$ cat src/rtl/smf_track_event_parser_macros.svh
// Assertion helpers for the parser's top-level RTL.
`ifndef SMF_TRACK_EVENT_PARSER_MACROS_SVH
`define SMF_TRACK_EVENT_PARSER_MACROS_SVH

// Same-cycle implication, checked on every rising clock edge outside reset.
`define SMF_ASSERT_IMP(lbl, ante, cons) \
    lbl: assert property (@(posedge i_clk) disable iff (!i_rst_n) (ante) |-> (cons)) \
        else $error("smf parser check failed");

// Next-cycle implication.
`define SMF_ASSERT_NXT(lbl, ante, cons) \
    lbl: assert property (@(posedge i_clk) disable iff (!i_rst_n) (ante) |=> (cons)) \
        else $error("smf parser check failed");

`endif

$ cat src/rtl/smf_pkg.sv
package smf_pkg;

    localparam int IN_TDATA_W  = 8;
    localparam int OUT_TDATA_W = 72;
    localparam int CFG_DATA_W  = 48;

    // Configuration register indexes.
    localparam logic [1:0] CFG_SAMPLE_RATE = 2'd0;
    localparam logic [1:0] CFG_TICKS_PER_Q = 2'd1;
    localparam logic [1:0] CFG_TEMPO_SCALE = 2'd2;
    localparam logic [1:0] CFG_START_SMP   = 2'd3;

    // Input kinds carried on tuser.
    localparam logic OP_BYTE    = 1'b0;
    localparam logic OP_RESTART = 1'b1;

    // Result event types.
    localparam logic [2:0] EV_NOTE_OFF = 3'd0;
    localparam logic [2:0] EV_NOTE_ON  = 3'd1;
    localparam logic [2:0] EV_CONTROL  = 3'd2;
    localparam logic [2:0] EV_PROGRAM  = 3'd3;
    localparam logic [2:0] EV_BEND     = 3'd4;
    localparam logic [2:0] EV_ALL_OFF  = 3'd5;

    // Stream byte values.
    localparam logic [7:0] B_META       = 8'hFF;
    localparam logic [7:0] B_SYSEX      = 8'hF0;
    localparam logic [7:0] B_SYSEX_ESC  = 8'hF7;
    localparam logic [7:0] B_META_TEMPO = 8'h51;
    localparam logic [7:0] B_META_EOT   = 8'h2F;
    localparam logic [7:0] B_CC_ALL_OFF = 8'h7B;
    localparam logic [7:0] B_CC_RESET   = 8'h78;
    localparam logic [3:0] HI_NOTE_OFF  = 4'h8;
    localparam logic [3:0] HI_NOTE_ON   = 4'h9;
    localparam logic [3:0] HI_POLY_AT   = 4'hA;
    localparam logic [3:0] HI_CONTROL   = 4'hB;
    localparam logic [3:0] HI_PROGRAM   = 4'hC;
    localparam logic [3:0] HI_BEND      = 4'hE;

    localparam logic [17:0] RATE_RESET  = 18'd48000;
    localparam logic [14:0] TPQ_RESET   = 15'd480;
    localparam logic [15:0] SCALE_RESET = 16'd256;
    localparam logic [15:0] SCALE_MIN   = 16'd3;
    localparam logic [23:0] TEMPO_RESET = 24'd500000;
    localparam logic [19:0] US_PER_SEC  = 20'd1000000;
    // Whole samples per tick at the reset tempo and register values.
    localparam logic [63:0] SPT_RESET_INT = 64'd50;

    typedef enum logic [3:0] {
        PH_DELTA, PH_STATUS, PH_DATA1, PH_DATA2, PH_META_TYPE,
        PH_META_LEN, PH_META_SKIP, PH_TEMPO, PH_SYSEX_LEN, PH_SYSEX_SKIP
    } t_phase;

    typedef struct packed {
        logic       valid;
        logic [2:0] ev_type;
        logic [3:0] channel;
        logic [6:0] data_a;
        logic [6:0] data_b;
        logic       ended;
    } t_event;

    typedef struct packed {
        logic take;
        logic mul;
        logic sum;
        logic acc;
    } t_ctrl_cmd;

    typedef struct packed {
        logic delta_end;
        logic tempo_end;
        logic cfg_recalc;
        logic out_free;
    } t_dp_status;

endpackage

$ cat src/rtl/smf_ctrl.sv
module smf_ctrl (
    input  logic                  i_clk,
    input  logic                  i_rst_n,
    input  logic                  i_in_valid,
    input  smf_pkg::t_dp_status   i_status,
    input  logic                  i_div_busy,
    output logic                  o_in_ready,
    output smf_pkg::t_ctrl_cmd    o_cmd,
    output logic                  o_spt_start
);

    typedef enum logic [1:0] {S_IDLE, S_MUL, S_SUM, S_ACC} t_state;

    t_state r_state;
    logic   take;

    assign o_in_ready = (r_state == S_IDLE) && !i_div_busy && i_status.out_free;
    assign take       = o_in_ready && i_in_valid;

    always_ff @(posedge i_clk) begin
        if (!i_rst_n) begin
            r_state <= S_IDLE;
        end else begin
            unique case (r_state)
                S_IDLE: if (take && i_status.delta_end) r_state <= S_MUL;
                S_MUL:  r_state <= S_SUM;
                S_SUM:  r_state <= S_ACC;
                S_ACC:  r_state <= S_IDLE;
                default: r_state <= S_IDLE;
            endcase
        end
    end

    assign o_cmd.take  = take;
    assign o_cmd.mul   = (r_state == S_MUL);
    assign o_cmd.sum   = (r_state == S_SUM);
    assign o_cmd.acc   = (r_state == S_ACC);
    assign o_spt_start = (take && i_status.tempo_end) || i_status.cfg_recalc;

endmodule

$ cat config.mk
export PLATFORM = sky130hd
export DESIGN_NAME = smf_ctrl
export DESIGN_NICKNAME = d
export VERILOG_FILES = /design/src/rtl/smf_track_event_parser_macros.svh /design/src/rtl/smf_pkg.sv /design/src/rtl/smf_ctrl.sv
export SDC_FILE = /design/constraint.sdc
export NUM_CORES = 1
export LEC_CHECK = 0
export BUFFER_PORTS_ARGS = -buffer_cell sky130_fd_sc_hd__buf_2
export CORE_AREA = 2 2 39 41
export DETAILED_ROUTE_END_ITERATION = 12
export DIE_AREA = 0 0 41 43
export GPL_TIMING_DRIVEN = 0
export HOLD_SLACK_MARGIN = 0.03
export PLACE_DENSITY_LB_ADDON = 0.15
export SETUP_SLACK_MARGIN = 0.15
export SKIP_LAST_GASP = 1
export SYNTH_ARGS = -nofsm -noshare
export SYNTH_HDL_FRONTEND = slang
export SYNTH_SLANG_ARGS = --single-unit
$ cat constraint.sdc
create_clock -name i_clk -period 1.6 [get_ports i_clk]
set_input_delay 0.24 -clock i_clk [delete_from_list [all_inputs] [get_ports i_clk]]
set_output_delay 0.24 -clock i_clk [all_outputs]
set_load 0.02 [all_outputs]
==> results.ini <==
[finish]
final_common_cell = buf_2
nets = 58
diodes = 0
drive_above_1_share_pct = 65.12
final_cell_mix = buf_2 (11), buf_4 (6), nand2_1 (4), ha_1 (4), clkbuf_4 (3)
reg_top3 = r_state (2)
top_register = r_state
largest_reg_flops = 2
area_growth_pct = 94.84

[power_and_ir_drop]
seqPwrFrac_pct = 16.9
p_sw_uw = 161.8
clockPowerShare_pct = 24.7
swShare_pct = 35.55
pwr-share-comb_pct = 58.5
power_density_nw_per_um2 = 1204
power_leakage_nw = 0.2110
vdd_drop_max_uv = 353.9
internal-power_uw = 293.3

[worst_hold_path]
hold_class = in2reg

[timing]
clock.fmax_ghz = 0.6897
tns_ns = 0
slew_viol_final = 0
slew_headroom_pct = 87.86
min_period_ns = 1.450
rsz0062_at_grt = yes
finalSetupViolCount = 0
holdWs_ns = 0.3029
skew_ns = 0.004372
fin_crit_sh_pct = 90.62
worst_slew_pin_slew_ns = 0.1801
hold_viol_final = 0

[floorplanning]
fp.dieW_um = 41
start_util_pct = 14.01
row_count = 14
dieArea_um2 = 1763
die_height_um = 43
design.core.area_um2 = 1384
io-pin-count = 14

[place]
io_buffers = 13
hpwl_um = 353.6
gp_congestion = 0.6605

[worst_setup_path]
path_cells = inv_2, ha_4, nor3b_4, a21o_1, buf_6
cp.arrival_ns = 1.21
critPathKind = reg2out
critPathRequiredTime_ns = 1.36
slowest_stage = dfxtp_2
end_kind = primary output
crit_buf_inv = 2
path_max_fanout = 2
start_kind = flop
cpPeakStageDelay_ns = 0.32
critPathTopFamily = flip-flops

[cts]
numCtsBuffers = 3
clock-sinks = 2
cts_max_level = 1
path_clk_slew_ns = 0.03
cts_tree = yes
clk_latency_ns = 0.23
root_buffer = clkbuf_4
cts_buffer_depth = 2

[route]
wl_per_cell_um = 9.322
drtAntennaViolNets = 0
drcViolationCount = 0
first_pass_iters = 1
vias_per_cell = 3.712
first_iter_violations = 0
routed_wl_um = 550
vias = 219

[global_routing]
grt_overflow = 0
grt_pass1_vias = 216
grt_max_degree = 5
grt_pass1_wl_um = 834
antenna_found_initial = 0
grt_usage_pct = 7.315

[synth]
syn_nets = 35
synth_area_per_cell_um2 = 8.815
yosysSeqAreaShare_pct = 20.65
synth_cell_types = 11
ys_warn_count = 0
ys_ff_latch = 2
synth_area_um2 = 193.9
postSynthCellCount = 22

[job]
maxCapViolCount = 0

[run_status]
status = finished clean

-- final cells by class --
class,instances,area (um2)
Buffer,1,7.507
Clock buffer,3,22.52
Fill cell,164,1006
Inverter,3,11.26
Multi-Input combinational cell,16,158.9
Sequential cell,2,42.54
Tap cell,16,20.02
Timing Repair Buffer,18,115.1
-- metrics by stage --
stage	total power, mW	std cells	util, %	cell area, um2	setup slack (ns)
3_5_place_dp	0.2454	51	20.16	279.0	0.1636
6_report	0.4550	59	27.31	377.9	0.1500
5_1_grt	0.4940	59	27.31	377.9	0.07063
4_1_cts	0.4417	58	26.49	366.6	0.1593
3_3_place_gp	0.2459	51	20.16	279.0	0.1864
2_1_floorplan	0.2028	22	-	193.9	0.3206
-- power groups by stage --
stage / clock, mW / combinational, mW / sequential [mW]
CTS: 0.121 / 0.244 / 0.0758
detailed placement: 0 / 0.166 / 0.0794
global route: 0.125 / 0.291 / 0.0782
global placement: 0 / 0.166 / 0.0796
finish: 0.112 / 0.266 / 0.0767
floorplan: 0 / 0.127 / 0.0758
-- worst paths after layout --
path                    from     endpoint  slack, ns  cells after the start
setup / recovery  r_state[0]  o_spt_start       0.15                      5
hold / removal       i_rst_n   r_state[1]       0.30                      3
setup reg to reg  r_state[0]   r_state[0]       0.50                      5
hold reg to reg   r_state[1]   r_state[1]       0.61                      3
-- layer usage --
layer | vias up | share of wire [%] | global-route usage [%]
li1 | 114 | - | -
met1 | 99 | 36 | 5.112
met2 | 6 | 58 | 13.13
met3 | 0 | 6.4 | 4.712
met4 | 0 | 0 | 4.000
met5 | - | 0 | 0
-- cell usage after synthesis (all sizes together) --
cell / count / area [um2]
o21ai: 1 / 5.000
o31a: 1 / 8.760
and3b: 1 / 8.760
ha: 5 / 62.56
dfxtp: 2 / 40.04
nor3b: 1 / 7.510
inv: 3 / 11.26
a21o: 1 / 7.510
mux2i: 2 / 20.02
nand2: 4 / 15.01
buf: 1 / 7.510
-- worst min-delay path, stage by stage --
cell and delay (ns):
buf_2 0.12, nand2_1 0.06, mux2i_1 0.06
-- what timing repair did --
action                     4_1_cts  5_1_grt
setup endpoints to repair        3        2
hold buffers                     0        0
hold endpoints to repair         0        0
buffers inserted                 4        1
resized for setup               11        1
pin swaps                        2        2
-- cells by family after synthesis --
logic type | share of synthesized area, %
and+or+nand+nor | 16.13
adders and majority gates | 32.26
buffers and inverters | 9.678
AOI/OAI and AO/OA | 10.97
muxes | 10.32
DFF | 20.65
Power figures use the tool's default switching activity.
