### src/rtl/smf_track_event_parser_macros.svh
// Assertion helpers for the parser's top-level RTL.
`ifndef SMF_TRACK_EVENT_PARSER_MACROS_SVH
`define SMF_TRACK_EVENT_PARSER_MACROS_SVH

// Same-cycle implication, checked on every rising clock edge outside reset.
`define SMF_ASSERT_IMP(lbl, ante, cons) \
    lbl: assert property (@(posedge i_clk) disable iff (!i_rst_n) (ante) |-> (cons)) \
        else $error("smf parser check failed");

// Next-cycle implication.
`define SMF_ASSERT_NXT(lbl, ante, cons) \
    lbl: assert property (@(posedge i_clk) disable iff (!i_rst_n) (ante) |=> (cons)) \
        else $error("smf parser check failed");

`endif

### src/rtl/smf_pkg.sv
package smf_pkg;

    localparam int IN_TDATA_W  = 8;
    localparam int OUT_TDATA_W = 72;
    localparam int CFG_DATA_W  = 48;

    // Configuration register indexes.
    localparam logic [1:0] CFG_SAMPLE_RATE = 2'd0;
    localparam logic [1:0] CFG_TICKS_PER_Q = 2'd1;
    localparam logic [1:0] CFG_TEMPO_SCALE = 2'd2;
    localparam logic [1:0] CFG_START_SMP   = 2'd3;

    // Input kinds carried on tuser.
    localparam logic OP_BYTE    = 1'b0;
    localparam logic OP_RESTART = 1'b1;

    // Result event types.
    localparam logic [2:0] EV_NOTE_OFF = 3'd0;
    localparam logic [2:0] EV_NOTE_ON  = 3'd1;
    localparam logic [2:0] EV_CONTROL  = 3'd2;
    localparam logic [2:0] EV_PROGRAM  = 3'd3;
    localparam logic [2:0] EV_BEND     = 3'd4;
    localparam logic [2:0] EV_ALL_OFF  = 3'd5;

    // Stream byte values.
    localparam logic [7:0] B_META       = 8'hFF;
    localparam logic [7:0] B_SYSEX      = 8'hF0;
    localparam logic [7:0] B_SYSEX_ESC  = 8'hF7;
    localparam logic [7:0] B_META_TEMPO = 8'h51;
    localparam logic [7:0] B_META_EOT   = 8'h2F;
    localparam logic [7:0] B_CC_ALL_OFF = 8'h7B;
    localparam logic [7:0] B_CC_RESET   = 8'h78;
    localparam logic [3:0] HI_NOTE_OFF  = 4'h8;
    localparam logic [3:0] HI_NOTE_ON   = 4'h9;
    localparam logic [3:0] HI_POLY_AT   = 4'hA;
    localparam logic [3:0] HI_CONTROL   = 4'hB;
    localparam logic [3:0] HI_PROGRAM   = 4'hC;
    localparam logic [3:0] HI_BEND      = 4'hE;

    localparam logic [17:0] RATE_RESET  = 18'd48000;
    localparam logic [14:0] TPQ_RESET   = 15'd480;
    localparam logic [15:0] SCALE_RESET = 16'd256;
    localparam logic [15:0] SCALE_MIN   = 16'd3;
    localparam logic [23:0] TEMPO_RESET = 24'd500000;
    localparam logic [19:0] US_PER_SEC  = 20'd1000000;
    // Whole samples per tick at the reset tempo and register values.
    localparam logic [63:0] SPT_RESET_INT = 64'd50;

    typedef enum logic [3:0] {
        PH_DELTA, PH_STATUS, PH_DATA1, PH_DATA2, PH_META_TYPE,
        PH_META_LEN, PH_META_SKIP, PH_TEMPO, PH_SYSEX_LEN, PH_SYSEX_SKIP
    } t_phase;

    typedef struct packed {
        logic       valid;
        logic [2:0] ev_type;
        logic [3:0] channel;
        logic [6:0] data_a;
        logic [6:0] data_b;
        logic       ended;
    } t_event;

    typedef struct packed {
        logic take;
        logic mul;
        logic sum;
        logic acc;
    } t_ctrl_cmd;

    typedef struct packed {
        logic delta_end;
        logic tempo_end;
        logic cfg_recalc;
        logic out_free;
    } t_dp_status;

endpackage

### src/rtl/smf_div.sv
module smf_div #(
    parameter int FRAC_BITS = 32
) (
    input  logic        i_clk,
    input  logic        i_rst_n,
    input  logic        i_start,
    input  logic [23:0] i_tempo_us,
    input  logic [17:0] i_sample_rate,
    input  logic [14:0] i_tpq,
    input  logic [15:0] i_scale,
    output logic        o_busy,
    output logic [63:0] o_spt
);

    localparam int DEN_W = 51;

    typedef enum logic [1:0] {D_IDLE, D_MUL1, D_MUL2, D_RUN} t_dstate;

    t_dstate          r_state;
    logic [41:0]      r_num;
    logic [30:0]      r_sc_tpq;
    logic [DEN_W-1:0] r_den;
    logic [127:0]     r_dvd;
    logic [DEN_W-1:0] r_rem;
    logic [63:0]      r_q;
    logic             r_over;
    logic [6:0]       r_cnt;
    logic [63:0]      r_spt;

    logic [15:0]      scale_c;
    logic [DEN_W:0]   rem_sh;
    logic             ge;
    logic [63:0]      n_q;
    logic             n_over;

    assign scale_c = (i_scale < smf_pkg::SCALE_MIN) ? smf_pkg::SCALE_MIN : i_scale;
    assign rem_sh  = {r_rem, r_dvd[127]};
    assign ge      = rem_sh >= {1'b0, r_den};
    assign n_q     = {r_q[62:0], ge};
    // Quotient bits above bit 63 only flag saturation.
    assign n_over  = r_over | (ge & ~r_cnt[6]);

    always_ff @(posedge i_clk) begin
        if (!i_rst_n) begin
            r_state <= D_IDLE;
            r_spt   <= smf_pkg::SPT_RESET_INT << FRAC_BITS;
        end else if (i_start) begin
            r_state <= D_MUL1;
        end else begin
            unique case (r_state)
                D_IDLE: begin
                end
                D_MUL1: begin
                    r_num    <= {18'd0, i_tempo_us} * {24'd0, i_sample_rate};
                    r_sc_tpq <= {15'd0, scale_c} * {16'd0, i_tpq};
                    r_state  <= D_MUL2;
                end
                D_MUL2: begin
                    r_den  <= {20'd0, r_sc_tpq} * {31'd0, smf_pkg::US_PER_SEC};
                    r_dvd  <= 128'(r_num) << (8 + FRAC_BITS);
                    r_rem  <= '0;
                    r_q    <= '0;
                    r_over <= 1'b0;
                    r_cnt  <= '0;
                    if (r_sc_tpq == 31'd0) begin
                        r_spt   <= '0;
                        r_state <= D_IDLE;
                    end else begin
                        r_state <= D_RUN;
                    end
                end
                D_RUN: begin
                    r_rem  <= ge ? DEN_W'(rem_sh - {1'b0, r_den}) : rem_sh[DEN_W-1:0];
                    r_q    <= n_q;
                    r_over <= n_over;
                    r_dvd  <= {r_dvd[126:0], 1'b0};
                    r_cnt  <= r_cnt + 7'd1;
                    if (r_cnt == 7'd127) begin
                        r_spt   <= n_over ? '1 : n_q;
                        r_state <= D_IDLE;
                    end
                end
                default: r_state <= D_IDLE;
            endcase
        end
    end

    assign o_busy = (r_state != D_IDLE);
    assign o_spt  = r_spt;

endmodule

### config.mk
export PLATFORM = sky130hd
export DESIGN_NAME = smf_div
export DESIGN_NICKNAME = d
export VERILOG_FILES = /design/src/rtl/smf_track_event_parser_macros.svh /design/src/rtl/smf_pkg.sv /design/src/rtl/smf_div.sv
export SDC_FILE = /design/constraint.sdc
export NUM_CORES = 2
export LEC_CHECK = 0
export BUFFER_PORTS_ARGS = -buffer_cell sky130_fd_sc_hd__buf_2
export CORE_MARGIN = 5
export CORE_UTILIZATION = 50
export DETAILED_ROUTE_END_ITERATION = 8
export GPL_ROUTABILITY_DRIVEN = 0
export HOLD_SLACK_MARGIN = 0.1
export PLACE_DENSITY_LB_ADDON = 0.1
export SYNTH_ARGS = -nofsm -noshare
export SYNTH_HDL_FRONTEND = slang
export SYNTH_SLANG_ARGS = --single-unit
### constraint.sdc
create_clock -name i_clk -period 29.4 [get_ports i_clk]
set_input_delay 1.47 -clock i_clk [delete_from_list [all_inputs] [get_ports i_clk]]
set_output_delay 1.47 -clock i_clk [all_outputs]
set_load 0.05 [all_outputs]
==> impl_table.tex <==
\begin{tabular}{lr}
\hline
Metric & Value \\
\hline
\multicolumn{2}{l}{\textbf{Detailed routing}} \\
Total DRC errors in the routed layout & 0 \\
Detailed Route Iter0 Violations & between 1,500 and 2,000 \\
Routed vias & approximately 30,000 \\
Number of search-and-repair iterations in the first detailed-routing pass & 5 \\
Wirelength, routed & just under 100,000 microns \\
Average wire per cell in the routed design & roughly 17 microns \\
Avg Vias per Cell & 5.23 \\
Antenna Nets Post-Route & 0 \\
\multicolumn{2}{l}{\textbf{Synthesis}} \\
Synth Instances & about 4,500 \\
Distinct cell type count of the synthesized netlist & between 80 and 90 \\
Area share of the largest cell type after synthesis & 0.292 \\
Leading cell type by number of instances after synthesis & sky130\_fd\_sc\_hd\_\_inv\_1 \\
Part of the Yosys area used for sequential elements & 0.245 \\
Synth top cells by count & sky130\_fd\_sc\_hd\_\_inv\_1, sky130\_fd\_sc\_hd\_\_fa\_1, sky130\_fd\_sc\_hd\_\_nand2\_1 \\
Synthesized flop and latch total & roughly 390 \\
Largest cells by area after synthesis & sky130\_fd\_sc\_hd\_\_fa\_1, sky130\_fd\_sc\_hd\_\_edfxtp\_1, sky130\_fd\_sc\_hd\_\_ha\_1 \\
Per-instance average area after synthesis & 10.0 sq um \\
Net count of the mapped netlist & around 5,700 \\
Async SR Flop Fraction & 0 \\
Number of flops mapped to enable cells by yosys & around 330 \\
Cell accounting for the most synthesized area & sky130\_fd\_sc\_hd\_\_fa\_1 \\
Post-synth design cell area & 45,500 sq um \\
Main synth FF type & sky130\_fd\_sc\_hd\_\_edfxtp\_1 \\
Count of yosys warnings during synthesis & 0 \\
\multicolumn{2}{l}{\textbf{Global routing}} \\
Maximum number of pins on one net before global-route repair & roughly 160 \\
Global-route wire length before repair & about 170,000 microns \\
Initial antenna violation count & 0 \\
Aggregate global-route resource usage & 0.207 \\
Total congestion overflow after global routing & 0 \\
Via count of the first global-routing pass & 31,600 \\
\multicolumn{2}{l}{\textbf{Hold path}} \\
Cell count of the worst hold path & 2 \\
Min-delay worst type & flop to flop \\
\multicolumn{2}{l}{\textbf{Clock network}} \\
Level count of the clock H-tree & 2 \\
Insertion delay to the later sink of the worst-skew pair & roughly 0.60 ns \\
CTS buffer count & 46 \\
Clock-pin slew reported for the worst setup and hold paths after clock tree synthesis & roughly 0.060 ns \\
Post-cts resize count & 0 \\
Hold-fix buffer count after cts & 0 \\
Post-CTS Setup Inserts & 0 \\
CTS tree & yes \\
Clock Tree Root & sky130\_fd\_sc\_hd\_\_clkbuf\_16 \\
Max Buffers Root-to-Sink & 3 \\
Clock sink count & around 400 \\
\multicolumn{2}{l}{\textbf{Worst setup path}} \\
Count of cell instances traversed by the critical path & 26 \\
Cell family contributing the most delay on the critical path & adder cells \\
WS Path Type & input pin to flop \\
Crit path DAT & between 8 and 9 ns \\
Category of the worst setup path launch point & input pin \\
Worst path most repeated cell & sky130\_fd\_sc\_hd\_\_fa\_1 \\
Number of cells traversed by the worst register-to-register path & 21 \\
Endpoint class of the critical path & flop \\
Critical path's largest stage delay & between 0.5 and 0.6 ns \\
Maximum fanout count along the critical path & 16 \\
Worst Path Required & 29.70 ns \\
Buf/Inv on CP & 5 \\
Critical path's slowest cell & sky130\_fd\_sc\_hd\_\_fa\_1 \\
\multicolumn{2}{l}{\textbf{Floorplanning}} \\
Horizontal die dimension & between 300 and 400 microns \\
Die height & slightly above 300 microns \\
Area inside the core boundary & 90,100 sq um \\
Starting density of the core & 0.505 \\
Number of top-level pins & 141 \\
Number of placement rows & between 100 and 150 \\
Floorplan die area & 97,200 sq um \\
\multicolumn{2}{l}{\textbf{Status}} \\
Outcome & finished clean \\
\multicolumn{2}{l}{\textbf{Timing}} \\
Sum of negative setup slack & 0 ns \\
Hold Fails Final Rpt & 0 \\
Post-route fraction of the period consumed by the critical path & 0.265 \\
RSZ-0062 raised after global routing & no \\
Layout Skew & 0.0534 ns \\
Slew at the pin closest to its max-slew limit & 0.909 ns \\
Worst hold slack after final layout & between 0.4 and 0.5 ns \\
Setup violation total in the final timing report & 0 \\
Number of slew-limit violations in the final report & 0 \\
Shortest period the worst path allows & between 7 and 8 ns \\
Slew headroom & 0.394 \\
Achievable frequency & 128 MHz \\
\multicolumn{2}{l}{\textbf{Cells and area}} \\
\# diodes & 0 \\
Layout cell share with drive strength beyond 1 & 0.0647 \\
Area delta synth->final & 6.85\% \\
Fillers & 8,192 \\
\# nets final & approximately 5,700 \\
\multicolumn{2}{l}{\textbf{Placement}} \\
Final HPWL from detailed placement & between 70,000 and 80,000 microns \\
Quantity of I/O buffers inserted on ports & 140 \\
\multicolumn{2}{l}{\textbf{Flow run}} \\
Number of maximum-capacitance constraint violations & 0 \\
\hline
\end{tabular}
per-layer routing:
layer / up-vias / global-route usage / share of wire
li1: 14500 / - / -
met1: 15000 / 0.293 / 0.47
met2: 576 / 0.343 / 0.46
met3: 131 / 0.0294 / 0.045
met4: 0 / 0.0450 / 0.023
met5: - / 0 / 0
path summary, 6_finish.rpt:
check                    from            to  slack, ns
hold reg to reg      o_spt[0]      o_spt[0]       0.44
setup / recovery  i_scale[13]  r_sc_tpq[30]      21.60
setup reg to reg  r_sc_tpq[0]     r_den[50]      22.88
hold / removal       o_spt[0]      o_spt[0]       0.44
area by class of cell:
class	instances	area, sq um	share of cell area
Inverter	922	3460	0.0711
Tap cell	1176	1470	0.0302
Clock inverter	21	298	0.00612
Timing Repair Buffer	153	811	0.0167
Clock buffer	62	1250	0.0257
Sequential cell	394	11200	0.230
Multi-Input combinational cell	3036	30200	0.620
stage by stage:
step / std cells / util / setup WS, ns / area (sq um)
after global placement: 5681 / 0.522 / 21.19 / 47100
after floorplan: 4544 / - / 18.08 / 45500
after CTS: 5764 / 0.540 / 21.71 / 48600
after detailed placement: 5681 / 0.522 / 21.11 / 47100
final: 5764 / 0.540 / 21.60 / 48600
after global routing: 5764 / 0.540 / 21.17 / 48600
layout by cell type, fill, tap and decap left out, types with 10 or more instances in the layout:
| cell type | instances |
|---|---|
| sky130_fd_sc_hd__inv_1 | 922 |
| sky130_fd_sc_hd__fa_1 | 663 |
| sky130_fd_sc_hd__nand2_1 | 577 |
| sky130_fd_sc_hd__ha_1 | 425 |
| sky130_fd_sc_hd__and2_1 | 362 |
| sky130_fd_sc_hd__edfxtp_1 | 328 |
| sky130_fd_sc_hd__buf_2 | 140 |
| sky130_fd_sc_hd__a21oi_1 | 123 |
| sky130_fd_sc_hd__xnor2_1 | 97 |
| sky130_fd_sc_hd__nor2_1 | 92 |
| sky130_fd_sc_hd__a21o_1 | 68 |
| sky130_fd_sc_hd__dfxtp_1 | 66 |
| sky130_fd_sc_hd__o21ai_0 | 63 |
| sky130_fd_sc_hd__a221o_1 | 63 |
| sky130_fd_sc_hd__clkbuf_16 | 46 |
| sky130_fd_sc_hd__xor2_1 | 45 |
| sky130_fd_sc_hd__mux2_2 | 41 |
| sky130_fd_sc_hd__nor2b_1 | 37 |
| sky130_fd_sc_hd__nand3_1 | 37 |
| sky130_fd_sc_hd__a21boi_1 | 27 |
| sky130_fd_sc_hd__nor3_1 | 24 |
| sky130_fd_sc_hd__o21bai_1 | 23 |
| sky130_fd_sc_hd__o21a_1 | 20 |
| sky130_fd_sc_hd__nand4_1 | 19 |
| sky130_fd_sc_hd__a31oi_1 | 19 |
| sky130_fd_sc_hd__a211oi_1 | 14 |
| sky130_fd_sc_hd__and3_1 | 14 |
| sky130_fd_sc_hd__o211a_1 | 14 |
| sky130_fd_sc_hd__nand2b_1 | 12 |
| sky130_fd_sc_hd__clkbuf_1 | 12 |
| sky130_fd_sc_hd__buf_4 | 12 |
| sky130_fd_sc_hd__o211ai_1 | 11 |
| sky130_fd_sc_hd__o21ai_1 | 11 |
| sky130_fd_sc_hd__nor4_1 | 10 |
state kept, by name, summed over array words and instances, names as in the netlist:
register  flops
o_spt        64
r_cnt         7
r_den        45
r_dvd        88
r_num        42
r_over        1
r_q          63
r_rem        51
r_sc_tpq     31
r_state       2
logic make-up (layout without fill, tap and decap cells):
group           after synthesis  after routing  share of synthesized area
buf+inv                    1114           1158                     0.0928
simple gates               1231           1231                      0.132
fa+ha+maj                  1089           1089                      0.409
xor+xnor                    142            142                     0.0273
flops                       394            394                      0.245
compound gates              531            531                     0.0830
mux                          43             43                     0.0106
worst register-to-register path, delay by kind of cell, from the launching register on:
family                   cells  cell delay (ns)
AO/OA/AOI/OAI                8             2.21
XOR/XNOR                     1             0.08
adder cells (fa/ha/maj)      7             3.09
buffers and inverters        4             0.19
flip-flops                   1             0.57
AND/OR/NAND/NOR              1             0.18
Power is left out: the tool's default activity adds up to more than one toggle a clock period on the data nets, which glitch-free logic cannot reach.
